File: src/sv/hbo_pkg.sv
// ----------------------------------------------------------------------------
// hbo_pkg
// Shared types and constants for the hash bucket occupancy histogram.
// ----------------------------------------------------------------------------
package hbo_pkg;

    localparam int WORD_W  = 64;              // one key word
    localparam int KEY_W   = 4 * WORD_W;      // full key
    localparam int MOD_W   = 17;              // bucket count / remainder width
    localparam int OCC_W   = 5;               // occupancy field
    localparam int TOTAL_W = 17;              // bucket total field
    localparam int DIGIT_W = 8;               // key bits reduced per cycle
    localparam int STEPS   = KEY_W / DIGIT_W; // reduction steps per key
    localparam int STEP_W  = $clog2(STEPS);

    localparam logic CMD_ADD    = 1'b0;
    localparam logic CMD_REPORT = 1'b1;

    // Sequencer states, one-hot
    typedef enum logic [7:0] {
        S_INIT  = 8'b0000_0001,
        S_IDLE  = 8'b0000_0010,
        S_DIV   = 8'b0000_0100,
        S_RD    = 8'b0000_1000,
        S_WR    = 8'b0001_0000,
        S_SWEEP = 8'b0010_0000,
        S_DRAIN = 8'b0100_0000,
        S_EMIT  = 8'b1000_0000
    } state_t;

    // Control from the sequencer to the bin counter bank
    typedef struct packed {
        logic clear;  // zero all bins
        logic inc;    // saturating increment of the selected bin
        logic shift;  // move bins down by one, head leaves
    } bin_ctrl_t;

endpackage

File: src/sv/hbo_mod_unit.sv
// ----------------------------------------------------------------------------
// hbo_mod_unit
// Iterative key reduction: key mod modulus, DIGIT_W bits per cycle.
// ----------------------------------------------------------------------------
module hbo_mod_unit
    import hbo_pkg::*;
(
    input  logic             clk,
    input  logic             rst_n,
    input  logic             start,
    input  logic [KEY_W-1:0] key,
    input  logic [MOD_W-1:0] modulus,
    output logic             done,
    output logic [MOD_W-1:0] remainder
);

    logic [KEY_W-1:0]  key_reg,  key_next;
    logic [MOD_W-1:0]  mod_reg,  mod_next;
    logic [MOD_W-1:0]  rem_reg,  rem_next;
    logic [STEP_W-1:0] step_reg, step_next;
    logic              busy_reg, busy_next;
    logic              done_reg, done_next;
    logic [MOD_W:0]    part;

    // DIGIT_W shift/compare/subtract steps; the partial remainder stays below modulus
    always_comb
    begin
        part = {1'b0, rem_reg};
        for (int j = 0; j < DIGIT_W; j++)
        begin
            part = {part[MOD_W-1:0], key_reg[KEY_W-1-j]};
            if (part >= {1'b0, mod_reg})
                part = part - {1'b0, mod_reg};
        end
    end

    always_comb
    begin
        key_next  = key_reg;
        mod_next  = mod_reg;
        rem_next  = rem_reg;
        step_next = step_reg;
        busy_next = busy_reg;
        done_next = 1'b0;
        if (start)
        begin
            key_next  = key;
            mod_next  = modulus;
            rem_next  = '0;
            step_next = '0;
            busy_next = 1'b1;
        end
        else if (busy_reg)
        begin
            key_next  = key_reg << DIGIT_W;
            rem_next  = part[MOD_W-1:0];
            step_next = step_reg + STEP_W'(1);
            if (step_reg == STEP_W'(STEPS - 1))
            begin
                busy_next = 1'b0;
                done_next = 1'b1;
            end
        end
    end

    always_ff @(posedge clk or negedge rst_n)
    begin
        if (!rst_n)
        begin
            step_reg <= '0;
            busy_reg <= 1'b0;
            done_reg <= 1'b0;
        end
        else
        begin
            step_reg <= step_next;
            busy_reg <= busy_next;
            done_reg <= done_next;
        end
    end

    always_ff @(posedge clk)
    begin
        key_reg <= key_next;
        mod_reg <= mod_next;
        rem_reg <= rem_next;
    end

    assign done      = done_reg;
    assign remainder = rem_reg;

endmodule

File: config.mk
export PLATFORM = sky130hd
export DESIGN_NAME = hbo_mod_unit
export DESIGN_NICKNAME = d
export VERILOG_FILES = /design/src/sv/hbo_pkg.sv /design/src/sv/hbo_mod_unit.sv
export SDC_FILE = /design/constraint.sdc
export NUM_CORES = 1
export LEC_CHECK = 0
export ABC_CLOCK_PERIOD_IN_PS = 68300
export BUFFER_PORTS_ARGS = -buffer_cell sky130_fd_sc_hd__buf_2
export CORE_AREA = 2 2 205 207
export DETAILED_ROUTE_END_ITERATION = 16
export DIE_AREA = 0 0 207 209
export PLACE_DENSITY = 0.78
export SLEW_MARGIN = 10
export SYNTH_ARGS = -nofsm -noshare
export SYNTH_HDL_FRONTEND = slang
export SYNTH_SLANG_ARGS = --single-unit
File: constraint.sdc
create_clock -name clk -period 68.3 [get_ports clk]
set_input_delay 6.83 -clock clk [delete_from_list [all_inputs] [get_ports clk]]
set_output_delay 6.83 -clock clk [all_outputs]
set_load 0.01 [all_outputs]
Word level (Yosys, flattened, before mapping)
Cells that the tools add are included.

operators by class
  multiplexer cells = 18
  bitwise gates (word level) = 0
  multipliers = 0
  reductions and logical operators = 1
  equality and inequality tests = 1
  div/mod/pow operators = 0
  $lt $le $gt $ge = 8
  add/subtract/negate cells = 9
  shift-type cells = 0

operators with widths
  kind                                                            count
  256-bit 2-to-1 mux                                              2
  18-bit by 17-bit greater-or-equal comparator with 1-bit output  8
  17-bit 2-to-1 mux                                               8
  17-bit subtractor                                               8
  5-bit 2-to-1 mux                                                2
  1-bit 2-to-1 mux                                                6
  5-bit by 1-bit adder with 5-bit output (second input constant)  1
  5-bit == test (second input constant)                           1
  2-bit nonzero test                                              1

storage, ports and cells
  output and inout port bits = 18
  memory bits (writable) = 0
  latch bits = 0
  flip-flop bits (word level) = 297
  memories = 0
  logic and storage cells = 43
  input bits = 276
  bits in read-only memories = 0

Depth between registers and ports, before layout
  word-level depth = 16
  mapped depth = 111
  gate-level depth less buffers = 99

Worst setup path after synthesis
No wires, ideal clock.

  path kind = register to register
  start point = reg mod_reg[1]
  end point = reg rem_reg[0], in the netlist remainder[0]
  setup slack = 45.875 ns
  library setup time = 0.368 ns
  buffers on the path = 14
  data required time = 67.932 ns
  clock period less this slack = 22.425 ns
  arrival = 22.057 ns
  stages on the path, launching flop included = 102
  cells stage by stage = edfxtp_1 > inv_1 > fa_1 > a211oi_1 > o21ai_1 > a211oi_1 > o211a_1 > clkbuf_1 > clkbuf_1 > nand2_1 > o21ai_0 > ha_1 > o21ai_0 > a211oi_1 > o21ai_0 > a211oi_1 > o22ai_1 > nand3_1 > [... 66 more ...] > o21ai_0 > fa_1 > a21o_1 > a21oi_1 > o21ai_0 > a21oi_1 > o21bai_1 > a21oi_1 > o21bai_1 > a21oi_1 > o21a_1 > o21ai_0 > nor4_1 > o21bai_1 > a211oi_4 > buf_6 > buf_2 > o221ai_1

between the ends
  word-level cells in the longest chain between the ends = 16
  elaborated cells between the ends (all ways) = 23
  classes of those cells = add/sub (7); order compare (8); mux (8)

ends and longest elaborated chain
  item                                                                                                        RTL line                                RTL
  start: declaration                                                                                          hbo_mod_unit.sv:18                      logic [MOD_W-1:0] mod_reg, mod_next;
  start signal: assignment                                                                                    hbo_mod_unit.sv:85                      mod_reg <= mod_next;
  17-bit subtractor / 18-bit by 17-bit greater-or-equal comparator with 1-bit output (equally long branches)  hbo_mod_unit.sv:33, hbo_mod_unit.sv:32
  17-bit 2-to-1 mux                                                                                           hbo_mod_unit.sv:32                      if (part >= {1'b0, mod_reg})
  17-bit subtractor / 18-bit by 17-bit greater-or-equal comparator with 1-bit output (equally long branches)  hbo_mod_unit.sv:33, hbo_mod_unit.sv:32
  17-bit 2-to-1 mux                                                                                           hbo_mod_unit.sv:32
  17-bit subtractor / 18-bit by 17-bit greater-or-equal comparator with 1-bit output (equally long branches)  hbo_mod_unit.sv:33, hbo_mod_unit.sv:32
  17-bit 2-to-1 mux                                                                                           hbo_mod_unit.sv:32
  17-bit subtractor / 18-bit by 17-bit greater-or-equal comparator with 1-bit output (equally long branches)  hbo_mod_unit.sv:33, hbo_mod_unit.sv:32
  17-bit 2-to-1 mux                                                                                           hbo_mod_unit.sv:32
  17-bit subtractor / 18-bit by 17-bit greater-or-equal comparator with 1-bit output (equally long branches)  hbo_mod_unit.sv:33, hbo_mod_unit.sv:32
  17-bit 2-to-1 mux                                                                                           hbo_mod_unit.sv:32
  17-bit subtractor / 18-bit by 17-bit greater-or-equal comparator with 1-bit output (equally long branches)  hbo_mod_unit.sv:33, hbo_mod_unit.sv:32
  17-bit 2-to-1 mux                                                                                           hbo_mod_unit.sv:32
  17-bit subtractor / 18-bit by 17-bit greater-or-equal comparator with 1-bit output (equally long branches)  hbo_mod_unit.sv:33, hbo_mod_unit.sv:32
  17-bit 2-to-1 mux                                                                                           hbo_mod_unit.sv:32
  18-bit by 17-bit greater-or-equal comparator with 1-bit output *                                            hbo_mod_unit.sv:32
  17-bit 2-to-1 mux *                                                                                         hbo_mod_unit.sv:32
  end signal: assignment                                                                                      hbo_mod_unit.sv:86                      rem_reg <= rem_next;
  end: declaration                                                                                            hbo_mod_unit.sv:19                      logic [MOD_W-1:0] rem_reg, rem_next;

Every way passes the cells marked *; elsewhere a longest branch is shown, timed or not.
A chain may end at the register's enable or synchronous reset.

Worst setup path in the final report
  start point = reg mod_reg[1]
  end point = reg rem_reg[6], in the netlist remainder[6]

between the ends
  word-level cells in the longest chain between the ends = 16
  elaborated cells between the ends (all ways) = 24
  classes of those cells = add/sub (8); order compare (8); mux (8)

ends and longest elaborated chain
  item                                                                                                        RTL line
  17-bit subtractor / 18-bit by 17-bit greater-or-equal comparator with 1-bit output (equally long branches)  hbo_mod_unit.sv:33, hbo_mod_unit.sv:32
  17-bit 2-to-1 mux                                                                                           hbo_mod_unit.sv:32
  17-bit subtractor / 18-bit by 17-bit greater-or-equal comparator with 1-bit output (equally long branches)  hbo_mod_unit.sv:33, hbo_mod_unit.sv:32
  17-bit 2-to-1 mux                                                                                           hbo_mod_unit.sv:32
  17-bit subtractor / 18-bit by 17-bit greater-or-equal comparator with 1-bit output (equally long branches)  hbo_mod_unit.sv:33, hbo_mod_unit.sv:32
  17-bit 2-to-1 mux                                                                                           hbo_mod_unit.sv:32
  18-bit by 17-bit greater-or-equal comparator with 1-bit output / 17-bit subtractor (equally long branches)  hbo_mod_unit.sv:32, hbo_mod_unit.sv:33
  17-bit 2-to-1 mux                                                                                           hbo_mod_unit.sv:32
  17-bit subtractor / 18-bit by 17-bit greater-or-equal comparator with 1-bit output (equally long branches)  hbo_mod_unit.sv:33, hbo_mod_unit.sv:32
  17-bit 2-to-1 mux                                                                                           hbo_mod_unit.sv:32
  17-bit subtractor / 18-bit by 17-bit greater-or-equal comparator with 1-bit output (equally long branches)  hbo_mod_unit.sv:33, hbo_mod_unit.sv:32
  17-bit 2-to-1 mux                                                                                           hbo_mod_unit.sv:32
  17-bit subtractor / 18-bit by 17-bit greater-or-equal comparator with 1-bit output (equally long branches)  hbo_mod_unit.sv:33, hbo_mod_unit.sv:32
  17-bit 2-to-1 mux                                                                                           hbo_mod_unit.sv:32
  17-bit subtractor / 18-bit by 17-bit greater-or-equal comparator with 1-bit output (equally long branches)  hbo_mod_unit.sv:33, hbo_mod_unit.sv:32
  17-bit 2-to-1 mux *                                                                                         hbo_mod_unit.sv:32

Marked as above.

==> flow_summary.yaml <==
final_layout:
  fill_cells: 3452
  syn2layout_area_growth_pct: 14.3
  largest_reg_flops: 256
  nets: 2509
  final_util_pct: 56.5
  drive_gt1_share_pct: 31.7
sta:
  slew_headroom_pct: 22.8
  drv_slew: 0
  finalHoldViolCount: 0
  tightest_slew_ps: 1150
  finalSetupViolCount: 0
  fmax_mhz: 40.3
  finalCritPeriodShare_pct: 36.4
  min_period_ps: 24840
  setup_tns_ps: 0
  rsz0062_at_grt: "false"
  fin_skew_ps: 10.3
detailed_routing:
  dr_total_vias: 15900
  ant_nets: 0
  drtIter0Drc: 1205
  vias_per_cell: 6.00
  first_pass_iters: 7
  drt-total-wl_um: 58100
  drt-wirelength-per-cell_um: 21.9
  drcViolationCount: 0
clock_tree:
  cts-root-buf: "clkbuf_16"
  cts_tree: "built"
  clock_latency_ps: 540
  clock_path_buffers: 3
  clk_pin_slew_worst_paths_ps: 70
  cts-htree-levels: 1
  post_cts_resized: 0
  post-cts-setup-buffers: 0
  clock-sinks: 297
  cts_made_buffers: 27
  cts_hold_buf: 0
floorplanning:
  die_area_um2: 43300
  die_y_um: 209
  core_um2: 41300
  initial_core_util_pct: 49.4
  rows: 75
  pin_count: 294
  die_w_um: 207
logic_synthesis:
  synthTopCellsByCount: "mux2_2 (294), edfxtp_1 (273), ha_1 (138), a21oi_1 (97), nand2_1 (96)"
  ys_seq_area_share_pct: 42.7
  syn_area_um2: 20400
  synthesis.nets: 2228
  synth_top_area_share_pct: 40.2
  synth.avg_cell_area_um2: 11.3
  synthFlopType: "edfxtp_1"
  yosysWarnings: 0
  synthCells: 1806
  yosys.area.top_type: "edfxtp_1"
  synthArstFlopShare_pct: 2.36
  synth_edf_count: 273
  ys_ff_latch: 297
  synth_area_leaders: "edfxtp_1 (40%), mux2_2 (16%), ha_1 (8.5%)"
  synth.most_common_cell: "mux2_2"
  synthDistinctLibCells: 78
critical_path:
  rr_worst_depth: 92
  cpMostUsedCell: "o21ai_0"
  cp-endpoint: "remainder[6]$_SDFFE_PP0P_"
  r2r_end: "remainder[6]$_SDFFE_PP0P_"
  arrival_ps: 25280
  worstPathMaxFanout: 31
  critPathBufInv: 5
  crit_start: "mod_reg[1]$_DFFE_PP_"
  endpoint_kind: "register"
  worst-path-stages: 92
  critPathRequiredTime_ps: 68740
  critical_path.top_delay_family: "compound AO/OA/AOI/OAI gates"
  reg2reg_from: "mod_reg[1]$_DFFE_PP_"
  regToRegSetupSlack_ps: 43460
  path_class: "register to register"
  startpoint_type: "register"
  critPathMaxStageDelay_ps: 900
  cp_slowest_cell: "a211oi_4"
global_route:
  grt_pass1_wl_um: 88100
  grt_pass1_vias: 15800
  grt_max_degree: 110
  antenna_found_initial: 17
  grt.total_usage_pct: 25.7
  overflow: 0
placed_design:
  portBuffers: 293
  dp_hpwl_um: 43400
  gp_congestion: 1.03
outcome:
  status: "finished, final reports clean"
flow_run:
  max_cap_violations: 0
min_path:
  hp-class: "register to register"
## layout make-up
class                      instances  area [um^2]  share of cell area (%)
sequential                       297         8710                    37.4
antenna                            7         17.5                  0.0752
clock inverter                    19          175                   0.752
inverter                          71          274                    1.18
clock buffer                      31          691                    2.96
timing repair buffer             309         1600                    6.85
tap                              539          674                    2.89
multi-input combinational       1381        11200                    47.9
## cells in the final DEF (no fill, tap or decap), types with 8 or more instances in the layout
| master | count |
|---|---|
| edfxtp_1 | 273 |
| a211o_1 | 8 |
| buf_2 | 292 |
| dfxtp_1 | 17 |
| nand2_1 | 96 |
| xor2_1 | 28 |
| a21boi_0 | 11 |
| inv_1 | 70 |
| a21o_1 | 46 |
| and4_1 | 9 |
| o211ai_1 | 14 |
| nor2b_1 | 24 |
| xnor2_1 | 68 |
| o21ai_0 | 87 |
| and2_1 | 19 |
| mux2_2 | 294 |
| ha_1 | 138 |
| nand2b_1 | 22 |
| o31ai_1 | 12 |
| and3_1 | 17 |
| a211oi_1 | 24 |
| or2_2 | 9 |
| clkbuf_16 | 27 |
| o21bai_1 | 12 |
| o221ai_1 | 8 |
| mux2i_1 | 37 |
| o21a_1 | 24 |
| nand4_1 | 19 |
| nor2_1 | 93 |
| fa_1 | 8 |
| buf_4 | 16 |
| a21oi_1 | 97 |
| clkinv_2 | 8 |
| a31oi_1 | 8 |
| nand3_1 | 35 |
| nor3_1 | 20 |
## per-layer routing
layer	GRT usage [%]	part of all wire, %
met5	0	0.26
met4	11.5	4.8
met3	6.13	7.6
met2	43.4	48
met1	31.3	40
## worst min-delay path by stage
| stage | startpoint | to | slack, ps | cells past startpoint |
|---|---|---|---|---|
| finish | step_reg[3]$_DFFE_PN0P_ | step_reg[3]$_DFFE_PN0P_ | 540 | 2 |
| global route | key_reg[202]$_DFFE_PP_ | key_reg[210]$_DFFE_PP_ | 560 | 1 |
| CTS | key_reg[12]$_DFFE_PP_ | key_reg[20]$_DFFE_PP_ | 550 | 1 |
| detailed placement | key_reg[233]$_DFFE_PP_ | key_reg[241]$_DFFE_PP_ | 530 | 1 |
| global placement | step_reg[4]$_DFFE_PN0P_ | step_reg[4]$_DFFE_PN0P_ | 510 | 2 |
| floorplan | key_reg[248]$_DFFE_PP_ | remainder[0]$_SDFFE_PP0P_ | 470 | 2 |
## per-stage QoR
stage	worst slack [ps]	hold WS, ps	cell area, um^2	std cells
detailed placement	43840	533	22400	2597
CTS	43750	548	23300	2647
global placement	44800	512	22400	2597
finish	43460	545	23300	2654
global route	41150	557	23300	2650
floorplan	45880	472	20400	1806
## kinds of logic after synthesis
| family | Yosys count | synth area share, % |
|---|---|---|
| AO/OA/AOI/OAI | 417 | 13.6 |
| XOR/XNOR | 96 | 4.12 |
| adder cells (fa/ha/maj) | 146 | 9.26 |
| buffers and inverters | 128 | 2.48 |
| flip-flops | 297 | 42.7 |
| multiplexers | 332 | 18.1 |
| AND/OR/NAND/NOR | 390 | 9.62 |
## worst register-to-register path: cells and delay by family (launching register included)
family                     cells  cell delay (ps)
AOI/OAI and AO/OA             64            16510
and+or+nand+nor               12             2210
adders and majority gates      8             3290
DFF                            1              650
muxes                          3              800
buffers and inverters          5             1320
Power is left out: the tool's default activity adds up to more than one toggle a clock period on the data nets, which glitch-free logic cannot reach.
