--- src/sv/hbo_pkg.sv ---
// ----------------------------------------------------------------------------
// hbo_pkg
// Shared types and constants for the hash bucket occupancy histogram.
// ----------------------------------------------------------------------------
package hbo_pkg;

    localparam int WORD_W  = 64;              // one key word
    localparam int KEY_W   = 4 * WORD_W;      // full key
    localparam int MOD_W   = 17;              // bucket count / remainder width
    localparam int OCC_W   = 5;               // occupancy field
    localparam int TOTAL_W = 17;              // bucket total field
    localparam int DIGIT_W = 8;               // key bits reduced per cycle
    localparam int STEPS   = KEY_W / DIGIT_W; // reduction steps per key
    localparam int STEP_W  = $clog2(STEPS);

    localparam logic CMD_ADD    = 1'b0;
    localparam logic CMD_REPORT = 1'b1;

    // Sequencer states, one-hot
    typedef enum logic [7:0] {
        S_INIT  = 8'b0000_0001,
        S_IDLE  = 8'b0000_0010,
        S_DIV   = 8'b0000_0100,
        S_RD    = 8'b0000_1000,
        S_WR    = 8'b0001_0000,
        S_SWEEP = 8'b0010_0000,
        S_DRAIN = 8'b0100_0000,
        S_EMIT  = 8'b1000_0000
    } state_t;

    // Control from the sequencer to the bin counter bank
    typedef struct packed {
        logic clear;  // zero all bins
        logic inc;    // saturating increment of the selected bin
        logic shift;  // move bins down by one, head leaves
    } bin_ctrl_t;

endpackage

--- src/sv/hbo_bin_bank.sv ---
// ----------------------------------------------------------------------------
// hbo_bin_bank
// Occupancy bin counters: clear, saturating increment, shift-out at the head.
// ----------------------------------------------------------------------------
module hbo_bin_bank
    import hbo_pkg::*;
#(
    parameter int BINS = 20,
    parameter int BW   = 5
)
(
    input  logic               clk,
    input  bin_ctrl_t          ctrl,
    input  logic [BW-1:0]      bin_sel,
    output logic [TOTAL_W-1:0] head
);

    logic [TOTAL_W-1:0] bins_reg  [BINS];
    logic [TOTAL_W-1:0] bins_next [BINS];
    logic [TOTAL_W-1:0] sel_val;

    assign sel_val = bins_reg[bin_sel];

    always_comb
    begin
        for (int k = 0; k < BINS; k++)
            bins_next[k] = bins_reg[k];
        if (ctrl.clear)
        begin
            for (int k = 0; k < BINS; k++)
                bins_next[k] = '0;
        end
        else if (ctrl.shift)
        begin
            for (int k = 0; k < BINS - 1; k++)
                bins_next[k] = bins_reg[k+1];
            bins_next[BINS-1] = '0;
        end
        else if (ctrl.inc && (sel_val != {TOTAL_W{1'b1}}))
        begin
            bins_next[bin_sel] = sel_val + TOTAL_W'(1);
        end
    end

    always_ff @(posedge clk)
    begin
        for (int k = 0; k < BINS; k++)
            bins_reg[k] <= bins_next[k];
    end

    assign head = bins_reg[0];

endmodule

--- config.mk ---
export PLATFORM = sky130hd
export DESIGN_NAME = hbo_bin_bank
export DESIGN_NICKNAME = d
export VERILOG_FILES = /design/src/sv/hbo_pkg.sv /design/src/sv/hbo_bin_bank.sv
export SDC_FILE = /design/constraint.sdc
export NUM_CORES = 1
export LEC_CHECK = 0
export BUFFER_PORTS_ARGS = -buffer_cell sky130_fd_sc_hd__buf_2
export CORE_ASPECT_RATIO = 1.5
export CORE_UTILIZATION = 25
export DETAILED_ROUTE_END_ITERATION = 10
export GPL_TIMING_DRIVEN = 0
export PLACE_DENSITY = 0.42
export SYNTH_ARGS = -nofsm -noshare
export SYNTH_HDL_FRONTEND = slang
export SYNTH_SLANG_ARGS = --single-unit
--- constraint.sdc ---
create_clock -name clk -period 9 [get_ports clk]
set_clock_uncertainty 0.05 [all_clocks]
set_input_delay 1.8 -clock clk [delete_from_list [all_inputs] [get_ports clk]]
set_output_delay 1.8 -clock clk [all_outputs]
set_load 0.05 [all_outputs]
After elaboration in Yosys (flattened, before gate mapping)
Memory sizes are Yosys's and may differ from the RTL's.
Cells that the tools add are included.
{"block": "word_totals", "word_cells": 14, "out_inout_bits": 17, "reg_bits": 0, "n_memories": 1, "inputBits": 9, "ram_bits": 340}
{"block": "classes", "n_mux": 6, "n_addsub": 1, "reduce_logical": 2, "n_eq_ne": 1, "n_lt_le_gt_ge": 2, "n_bitwise": 1}
{"memory": "bins_reg", "depth": 20, "width": 17, "rd": 21, "rd_clocked_by_memory_dff": 0, "wr": 20, "line_no": "hbo_bin_bank.sv:18", "rtl": "logic [TOTAL_W-1:0] bins_reg [BINS];"}
{"cell": "2-to-1 mux 340 bit", "n": 3}
{"cell": "bitwise mux 340 bit", "n": 1}
{"cell": "demux 17 bit (select 5 bit)", "n": 1}
{"cell": "adder 17 x 1 -> 17 bit, second input constant", "n": 1}
{"cell": "2-to-1 mux 17 bit", "n": 1}
{"cell": "!= test 17 bit, second input constant", "n": 1}
{"cell": "greater-or-equal comparator 6 bit, second input constant", "n": 1}
{"cell": "less-than comparator 6 x 1 -> 1 bit, second input constant", "n": 1}
{"cell": "NOT 5 -> 6 bit", "n": 1}
{"cell": "logical AND 1 bit", "n": 2}

Longest topological paths before layout
Gate-level depths: netlist of the first run.
{"block": "depth", "ltp_word": 9, "ltp_mapped": 25, "mapped_depth_nobuf": 18}

Worst setup path after synthesis of the first run
OpenSTA, ideal clock, no wires.
{"block": "synth_timing", "kind": "in2reg", "startpoint": "in bin_sel[0]", "endpoint": "mem bins_reg[19][12]", "slack_ns": 2.911, "setup_time_ns": 0.062, "path_buffers": 8, "arrival_ns": 5.977, "t_required_ns": 8.888, "path_stages": 19, "cell_sequence": "buf_6 buf_12 buf_6 buf_6 buf_6 buf_4 buf_2 mux4_2 mux4_2 mux2_2 ha_1 nand3b_1 nor2_1 nand2_1 nor2_1 clkbuf_1 nand2_1 or4_1 nand3_1"}
{"item": "start, declared", "line_no": "hbo_bin_bank.sv:14", "rtl": "input logic [BW-1:0] bin_sel,"}
{"item": "end, declared", "line_no": "hbo_bin_bank.sv:18"}

==> impl_metrics.yaml, run 1 <==
logic_synthesis:
  synth_area_mm2: 0.01895
  ys_async_sr_fraction_pct: 0
  synth_edf_count: 0
  yosys.area.top_type: "dfxtp_1"
  yosysWarningCount: 0
  yosys-top-cells-area: "dfxtp_1 36%, a21oi_1 7.9%, and3_1 6.9%"
  synth_top_area_share_pct: 35.92
  seq_area_frac_synth_pct: 35.92
  synthCells: 2281
  ys_types: 75
  syn_avg_cell_area_um2: 8.307
  synth_top_flop_cell: "dfxtp_1"
  ys_seq_elements: 340
  syn_nets: 2292
critical_path:
  crit_path_end_kind: "register"
  r2r_start: "bins_reg[11][0]"
  r2r-end: "bins_reg[5][11]"
  worstSetupPathType: "input pin to register"
  r2r_slack_ns: 2.56
  crit_path_max_fanout: 10
  ff2ff_path_depth: 17
  cp-startpoint: "bin_sel[0]"
  cp.required_ns: 9.46
  startpoint_type: "input pin"
  arrival_ns: 9.09
sta:
  clock.fmax_mhz: 115.9
  tightest_slew_ns: 1.299
  drv_slew: 0
  fin_ws_ns: 0.3701
  fin_crit_ns: 8.630
  timing.hold.ws_ns: 0.4218
  setup_viol: 0
  finalCritPeriodShare_pct: 95.89
  setup_tns_ns: 0
  slew_headroom_pct: 13.42
  rsz0062_at_grt: "false"
  hold_violations: 0
floorplan:
  core-area_mm2: 0.07495
  io_pins: 26
  die-area_mm2: 0.07692
  num_rows: 123
  initial_core_util_pct: 25.28
  die_w_um: 226.8
  die_h_um: 339.2
route:
  ant_nets: 0
  drt_pre_antenna_iters: 5
  dr_total_vias: 20280
  drt_wl_total_um: 111500
  drt_iter0_markers: 2072
  drc: 0
  vias_per_cell: 6.017
  wl_per_cell_um: 33.07
clock_network:
  post_cts_buffers: 0
  cts_tree: "built"
  clock_latency_ns: 0.61
  clk_pin_slew_ns: 0.06
  clock-sinks: 340
  htree_levels: 2
  ctsHoldBuffers: 0
  cts.path.max_buffers: 3
  cts_resized: 0
  cts-root-buf: "clkbuf_16"
  cts_made_buffers: 40
final_layout:
  areaGrowthSynthToFinish_pct: 13.75
  layout.nets: 2356
  mostFrequentLayoutCells: "340 x dfxtp_1, 300 x a21oi_1, 261 x nand2_1"
  stdcell_area_mm2: 0.02155
  n_fill_cell: 8143
  final_common_cell: "dfxtp_1"
  drive_above_1_share_pct: 10.34
  largest_register_ffs: 340
power:
  vdd_drop_max_mv: 0.1248
  power.density_mw_per_mm2: 165.6
  power.leakage_nw: 7.809
worst_hold_path:
  hp-class: "register to register"
  hold-path-cell-count: 2
  min_to: "bins_reg[19][0]"
  worstHoldStart: "bins_reg[19][0]"
global_route:
  grtUsageTotal_pct: 28.46
  grt_pass1_vias: 20020
  grt_max_degree: 14
  grt_pass1_wl_um: 154000
  grt.overflow.total: 0
  antenna_found_initial: 5
placement:
  post-dp-hpwl_um: 81860
  globalplace.congestion: 0.9628
  io_buffers: 22
  dpl_cell_area_mm2: 0.02031
  preCtsSetupSlack_ns: 0.1047
run:
  drv_cap: 0
outcome:
  outcome: "complete, no violations"
power breakdown:
| part | total (W) | switching [W] | internal, W |
|---|---|---|---|
| Clock | 0.00165 | 0.000748 | 0.000906 |
| Combinational | 0.000371 | 0.000289 | 0.0000824 |
| Sequential | 0.00154 | 0.0000184 | 0.00152 |
| Total | 0.00357 | 0.00106 | 0.00251 |
worst max path at each step:
stage	slack (ns)	end	cells past startpoint
global route	0.22	bins_reg[4][10]	20
floorplan	2.91	bins_reg[19][12]	19
finish	0.37	bins_reg[5][11]	20
CTS	0.72	bins_reg[5][11]	20
detailed placement	0.10	bins_reg[5][10]	20
global placement	0.13	bins_reg[8][13]	20
cell usage after synthesis (4+ instances only):
master	n
dfxtp_1	340
a21oi_1	300
nand2_1	261
and3_1	209
clkbuf_1	179
nor2_1	169
o22ai_1	127
mux2i_1	105
o32ai_1	71
nand3_1	66
a311oi_1	44
o31ai_1	34
mux4_2	32
or2_2	27
buf_2	22
a211o_1	20
buf_6	20
nor4_1	20
a21o_1	19
inv_1	17
a221oi_1	14
nor3_1	14
o32ai_2	13
o31ai_2	12
a211oi_1	11
and2_1	10
o21ai_0	10
buf_1	9
buf_4	8
nand2b_1	7
a22oi_1	6
nand4_1	6
o211ai_1	5
buf_12	4
nor4_4	4
o31a_1	4
or4_1	4
critical path: stages:
cell,delay [ns]
buf_6,0.19
buf_12,0.22
buf_6,0.29
buf_6,0.32
buf_6,0.28
buf_4,0.37
buf_2,0.52
mux4_2,0.41
mux2i_1,0.19
o22ai_1,0.10
a21oi_1,0.28
clkbuf_1,0.54
nor4_1,0.25
ha_1,0.26
nor3b_1,0.54
nand2_1,0.42
nor2_1,0.75
nand2_1,0.50
clkbuf_1,0.46
o32ai_2,0.31
kinds of logic (layout without fill, tap and decap cells):
group                    count (synthesis)  in the layout  share of synthesized area [%]
flip-flops                             340            340                          35.92
other                                    0              1                              0
AO/OA/AOI/OAI                          708            708                          25.59
multiplexers                           142            142                          9.647
AND/OR/NAND/NOR                        823            823                          21.80
adder cells (fa/ha/maj)                  2              2                         0.1320
buffers and inverters                  260            349                          6.590
XOR/XNOR                                 6              6                         0.3170
metal layers:
layer	global-route usage, %	vias to the layer above	wire length, um
met5	0	-	12
met4	25.77	2	11600
met3	5.713	405	7631
met2	46.98	1056	52520
met1	30.41	10180	39700
li1	-	8644	-
stage by stage:
step / cells / power [W] / util [%]
5_1_grt: 3370 / 0.003633 / 28.76
6_report: 3371 / 0.003568 / 28.76
4_1_cts: 3370 / 0.003569 / 28.74
3_3_place_gp: 3303 / 0.001934 / 27.10
3_5_place_dp: 3303 / 0.001935 / 27.10
2_1_floorplan: 2281 / 0.001767 / -
layout make-up:
cell class,instances,area (um^2),share of cell area [%]
tap,1000,1251,5.805
antenna,1,2.502,0.01161
buffer,242,1181,5.480
multi-input combinational,1681,10910,50.61
clock buffer,57,1136,5.271
sequential,340,6807,31.58
inverter,18,67.56,0.3135
clock inverter,10,91.34,0.4238
timing repair buffer,22,110.1,0.5108
Note: power is estimated with default switching activity, not from simulation.
==> inputs of run 2 (changes only) <==
--- a/config.mk
+++ b/config.mk
@@ -5,12 +5,12 @@
 export SDC_FILE = /design/constraint.sdc
 export NUM_CORES = 1
 export LEC_CHECK = 0
-export BUFFER_PORTS_ARGS = -buffer_cell sky130_fd_sc_hd__buf_2
 export CORE_ASPECT_RATIO = 1.5
 export CORE_UTILIZATION = 25
 export DETAILED_ROUTE_END_ITERATION = 10
+export DONT_BUFFER_PORTS = 1
 export GPL_TIMING_DRIVEN = 0
-export PLACE_DENSITY = 0.42
+export PLACE_DENSITY = 0.41
 export SYNTH_ARGS = -nofsm -noshare
 export SYNTH_HDL_FRONTEND = slang
 export SYNTH_SLANG_ARGS = --single-unit
==> run 2 against run 1 <==
  * Core utilization is 0.13 points lower
  * Sequential cell count stayed put
  * Total power is 0.11% higher
  * Register-to-register slack worse by 0.35 ns
  * Routed wire length is 3.7% lower
  * Sequential share of layout area is 0.14 points higher
  * Clock power hardly changed
  * Die area stayed put
  * Largest power group unchanged
==> impl_metrics.yaml, run 2 (same netlist as run 1, synthesis figures left out) <==
outcome:
  outcome: "complete, no violations"
global_route:
  grt_pass1_vias: 19870
  grt_pass1_wl_um: 149500
  grt_max_degree: 13
  grt.overflow.total: 0
  grtUsageTotal_pct: 27.45
  antenna_found_initial: 2
sta:
  timing.hold.ws_ns: 0.4260
  drv_slew: 0
  rsz0062_at_grt: "false"
  finalCritPeriodShare_pct: 97.77
  fin_crit_ns: 8.799
  slew_headroom_pct: 18.07
  setup_viol: 0
  clock.fmax_mhz: 113.6
  hold_violations: 0
  tightest_slew_ns: 1.229
placement:
  io_buffers: 0
  globalplace.congestion: 0.9868
  dpl_cell_area_mm2: 0.02020
  post-dp-hpwl_um: 79940
clock_network:
  clk_pin_slew_ns: 0.06
  cts.path.max_buffers: 3
  cts_made_buffers: 40
  clock-sinks: 340
  clock_latency_ns: 0.59
  post_cts_buffers: 0
  htree_levels: 2
  cts-root-buf: "clkbuf_16"
  cts_resized: 0
  cts_tree: "built"
  ctsHoldBuffers: 0
critical_path:
  crit_path_max_fanout: 10
  startpoint_type: "input pin"
  r2r_start: "bins_reg[2][12]"
  cp-endpoint: "bins_reg[4][10]"
  slowest_stage: "nor2_1"
  cp_num_cells: 20
  cp.required_ns: 9.43
  crit_top_cell: "buf_6"
  max_stage_delay_ns: 0.97
  crit_path_end_kind: "register"
  r2r-end: "bins_reg[4][10]"
  r2r_slack_ns: 2.21
  ff2ff_path_depth: 14
  crit_chain: "buf_6 -> buf_12 -> buf_6 -> buf_6 -> buf_6 -> buf_4 -> buf_2 -> mux4_2 -> mux2i_1 -> o22ai_1 -> a21oi_1 -> clkbuf_1 -> nor4_1 -> ha_1 -> nor3b_1 -> nand2_1 -> nor2_1 -> nand2_1 -> clkbuf_1 -> o32ai_1"
  cp_top_family: "buffers and inverters"
  crit_buf_inv: 9
  cp-startpoint: "bin_sel[0]"
  arrival_ns: 9.23
  worstSetupPathType: "input pin to register"
final_layout:
  multi_input_area_mm2: 0.01089
  drive_above_1_share_pct: 9.400
  regArea_mm2: 0.006807
  antenna_cells: 0
  areaGrowthSynthToFinish_pct: 13.26
  stdcell_area_mm2: 0.02146
  fin_util_pct: 28.63
  largest_register_ffs: 340
  layout.nets: 2334
  n_fill_cell: 8126
  final_common_cell: "dfxtp_1"
  mostFrequentLayoutCells: "340 x dfxtp_1, 300 x a21oi_1, 261 x nand2_1"
power:
  power.density_mw_per_mm2: 166.5
  power.leakage_nw: 7.717
  vdd_drop_max_mv: 0.09508
  finalPower_w: 0.003572
floorplan:
  die-area_mm2: 0.07692
  initial_core_util_pct: 25.28
  core-area_mm2: 0.07495
  die_h_um: 339.2
  num_rows: 123
  die_w_um: 226.8
  io_pins: 26
route:
  drt_pre_antenna_iters: 6
  drt_iter0_markers: 2017
  ant_nets: 0
  dr_total_vias: 19870
  wl_per_cell_um: 32.03
  drt_wl_total_um: 107300
  drc: 0
  vias_per_cell: 5.929
run:
  drv_cap: 0
worst_hold_path:
  hp-class: "register to register"
run 2: changes by cell type in the layout (fill, tap and decap cells not counted), sizes merged:
cell,before,now
buf,85,63
clkbuf,236,243
clkinvlp,2,0
diode,1,0
inv,19,17
run 2: per-stage QoR:
step	instances	worst slack, ns	TNS, ns
after floorplan	2281	2.911	0
after CTS	3351	0.5119	0
final	3351	0.2006	0
after detailed placement	3281	-0.08993	-0.7469
after global placement	3281	-0.1106	-1.172
after global routing	3351	0.1038	0
run 2: cell type report:
cell class	count	area share [%]
multi-input cells	1681	50.76
flip-flops and latches	340	31.72
well taps	1000	5.830
clock buffers	64	5.603
plain buffers	242	5.504
inverters	18	0.3148
clock inverters	6	0.2740
run 2: report_power, final:
part / total, W / leakage (nW) / switching (W) / internal, W
clock: 0.00167 / 0.620 / 0.000726 / 0.000940
sequential: 0.00155 / 2.75 / 0.0000230 / 0.00152
combinational: 0.000358 / 4.35 / 0.000278 / 0.0000807
run 2: layer usage:
layer	routed length, um	global-route usage [%]
met1	38380	29.26
met3	6402	4.553
met4	9569	21.42
met5	13	0
met2	52970	47.65
run 2: worst reg2reg max path: cells and delay by family (launching register included):
family	cells	cell delay, ns
compound gates	3	1.50
fa+ha+maj	1	0.29
buf+inv	3	1.16
flops	1	0.36
mux	1	0.57
simple gates	6	2.77
run 2: worst min-delay path by stage:
stage,start,endpoint,cells past startpoint
global route,bins_reg[19][16],bins_reg[19][16],2
CTS,bins_reg[19][4],bins_reg[19][4],2
floorplan,bins_reg[19][0],bins_reg[19][0],2
finish,bins_reg[19][16],bins_reg[19][16],2
global placement,bins_reg[19][2],bins_reg[19][2],2
detailed placement,bins_reg[19][4],bins_reg[19][4],2
==> inputs of run 3 (changes only) <==
--- a/config.mk
+++ b/config.mk
@@ -6,6 +6,7 @@
 export NUM_CORES = 1
 export LEC_CHECK = 0
 export CORE_ASPECT_RATIO = 1.5
+export CORE_MARGIN = 2
 export CORE_UTILIZATION = 25
 export DETAILED_ROUTE_END_ITERATION = 10
 export DONT_BUFFER_PORTS = 1
==> run 3 against run 2 <==
  * Sequential cell count did not move
  * Highest routed layer is now met4
  * Core utilization fell by 0.10 points
  * Clock power decreased by 2%
  * Die area is 1.5% higher
==> impl_metrics.yaml, run 3 (same netlist as run 1, synthesis figures left out) <==
sta:
  clock.fmax_mhz: 113.3
  timing.hold.ws_ns: 0.4211
  hold_violations: 0
  setup_viol: 0
  finalCritPeriodShare_pct: 98.08
  setup_tns_ns: 0
  fin_crit_ns: 8.827
  slew_headroom_pct: 17.29
  tightest_slew_ns: 1.241
  rsz0062_at_grt: "false"
  drv_slew: 0
placement:
  dp_cells: 3281
  dpl_cell_area_mm2: 0.02021
  post-dp-hpwl_um: 80460
  io_buffers: 0
  globalplace.congestion: 0.9782
global_route:
  grtUsageTotal_pct: 26.63
  antenna_found_initial: 0
  grt.overflow.total: 0
  grt_pass1_wl_um: 149400
  grt_max_degree: 13
  grt_pass1_vias: 19780
final_layout:
  finalNonFillerCells: 3347
  final_common_cell: "dfxtp_1"
  layout.nets: 2334
  fin_util_pct: 28.53
  areaGrowthSynthToFinish_pct: 13.08
  regArea_mm2: 0.006807
  drive_above_1_share_pct: 9.339
  mostFrequentLayoutCells: "340 x dfxtp_1, 300 x a21oi_1, 261 x nand2_1"
  multi_input_area_mm2: 0.01090
  n_fill_cell: 8233
  largest_register_ffs: 340
  stdcell_area_mm2: 0.02143
critical_path:
  crit_path_end_kind: "register"
  arrival_ns: 9.28
  r2r_slack_ns: 2.29
  slowest_stage: "nor2_1"
  crit_path_max_fanout: 10
  crit_chain: "buf_6 -> buf_12 -> buf_6 -> buf_6 -> buf_6 -> buf_4 -> buf_2 -> mux4_2 -> mux2i_1 -> o22ai_1 -> a21oi_1 -> clkbuf_1 -> nor4_1 -> ha_1 -> nor3b_1 -> nand2_1 -> nor2_1 -> nand2_1 -> clkbuf_1 -> o32ai_1"
  worstSetupPathType: "input pin to register"
  cp.required_ns: 9.45
  max_stage_delay_ns: 0.94
  startpoint_type: "input pin"
  crit_top_cell: "buf_6"
clock_network:
  htree_levels: 2
  cts_resized: 0
  clock-sinks: 340
  ctsHoldBuffers: 0
  post_cts_buffers: 0
  cts-root-buf: "clkbuf_16"
  cts.path.max_buffers: 3
  cts_made_buffers: 40
  cts_tree: "built"
  clock_latency_ns: 0.60
  clk_pin_slew_ns: 0.06
floorplan:
  die-area_mm2: 0.07806
  num_rows: 123
  initial_core_util_pct: 25.23
  die_w_um: 228.8
  die_h_um: 341.2
  core-area_mm2: 0.07510
  io_pins: 26
route:
  ant_nets: 0
  drt_pre_antenna_iters: 6
  vias_per_cell: 5.943
  wl_per_cell_um: 31.98
  dr_total_vias: 19890
  drt_wl_total_um: 107000
  drt_iter0_markers: 2135
  drc: 0
outcome:
  outcome: "complete, no violations"
power:
  vdd_drop_max_mv: 0.1015
  power.density_mw_per_mm2: 165.1
  power.leakage_nw: 7.700
worst_hold_path:
  hp-class: "register to register"
run:
  drv_cap: 0
## run 3: changes by cell type in the layout (fill, tap and decap cells not counted)
cell / previous run / this run
bufinv_16: 1 / 0
clkbuf_1: 193 / 190
diode_2: 0 / 2
clkbuf_8: 9 / 10
clkinv_4: 1 / 0
o41ai_2: 0 / 1
o41ai_1: 1 / 0
clkinv_2: 4 / 2
## run 3: layout make-up
type	instances	area share, %
Inverter	18	0.3153
Multi-Input combinational cell	1681	50.87
Sequential cell	340	31.77
Antenna cell	2	0.02336
Clock buffer	62	5.623
Clock inverter	2	0.04672
Tap cell	1000	5.839
Buffer	242	5.512
## run 3: layer usage
layer | up-vias | share of wire, % | wire (um) | global-route usage, %
met3 | 344 | 5.5 | 5875 | 3.717
met5 | - | 0 | 0 | 0
met2 | 969 | 49 | 52550 | 46.98
met4 | 0 | 9.3 | 9956 | 21.42
met1 | 9944 | 36 | 38660 | 28.47
li1 | 8635 | - | - | -
## run 3: critical path, delay by kind of cell
kind | cells | cell delay (ns)
compound gates | 3 | 0.87
mux | 2 | 0.57
simple gates | 5 | 2.44
buf+inv | 9 | 3.20
fa+ha+maj | 1 | 0.30
## run 3: power breakdown
part / switching, W / internal (W) / total [W]
Clock: 0.000722 / 0.000911 / 0.00163
Combinational: 0.000276 / 0.0000809 / 0.000357
Sequential: 0.0000229 / 0.00152 / 0.00155
## run 3: final timing paths
| check | startpoint | end | depth (start not counted) |
|---|---|---|---|
| max reg2reg | bins_reg[2][12] | bins_reg[0][12] | 14 |
| max | bin_sel[0] | bins_reg[0][12] | 20 |
| min | bins_reg[19][2] | bins_reg[19][2] | 2 |
| min reg2reg | bins_reg[19][2] | bins_reg[19][2] | 2 |
## run 3: metrics by stage
stage                     setup slack (ns)  total power, W
after floorplan                      2.911        0.001767
after global placement             -0.2613        0.001928
after detailed placement           -0.3224        0.001929
after CTS                           0.2964        0.003539
after global routing               0.09868        0.003614
final                               0.1730        0.003538
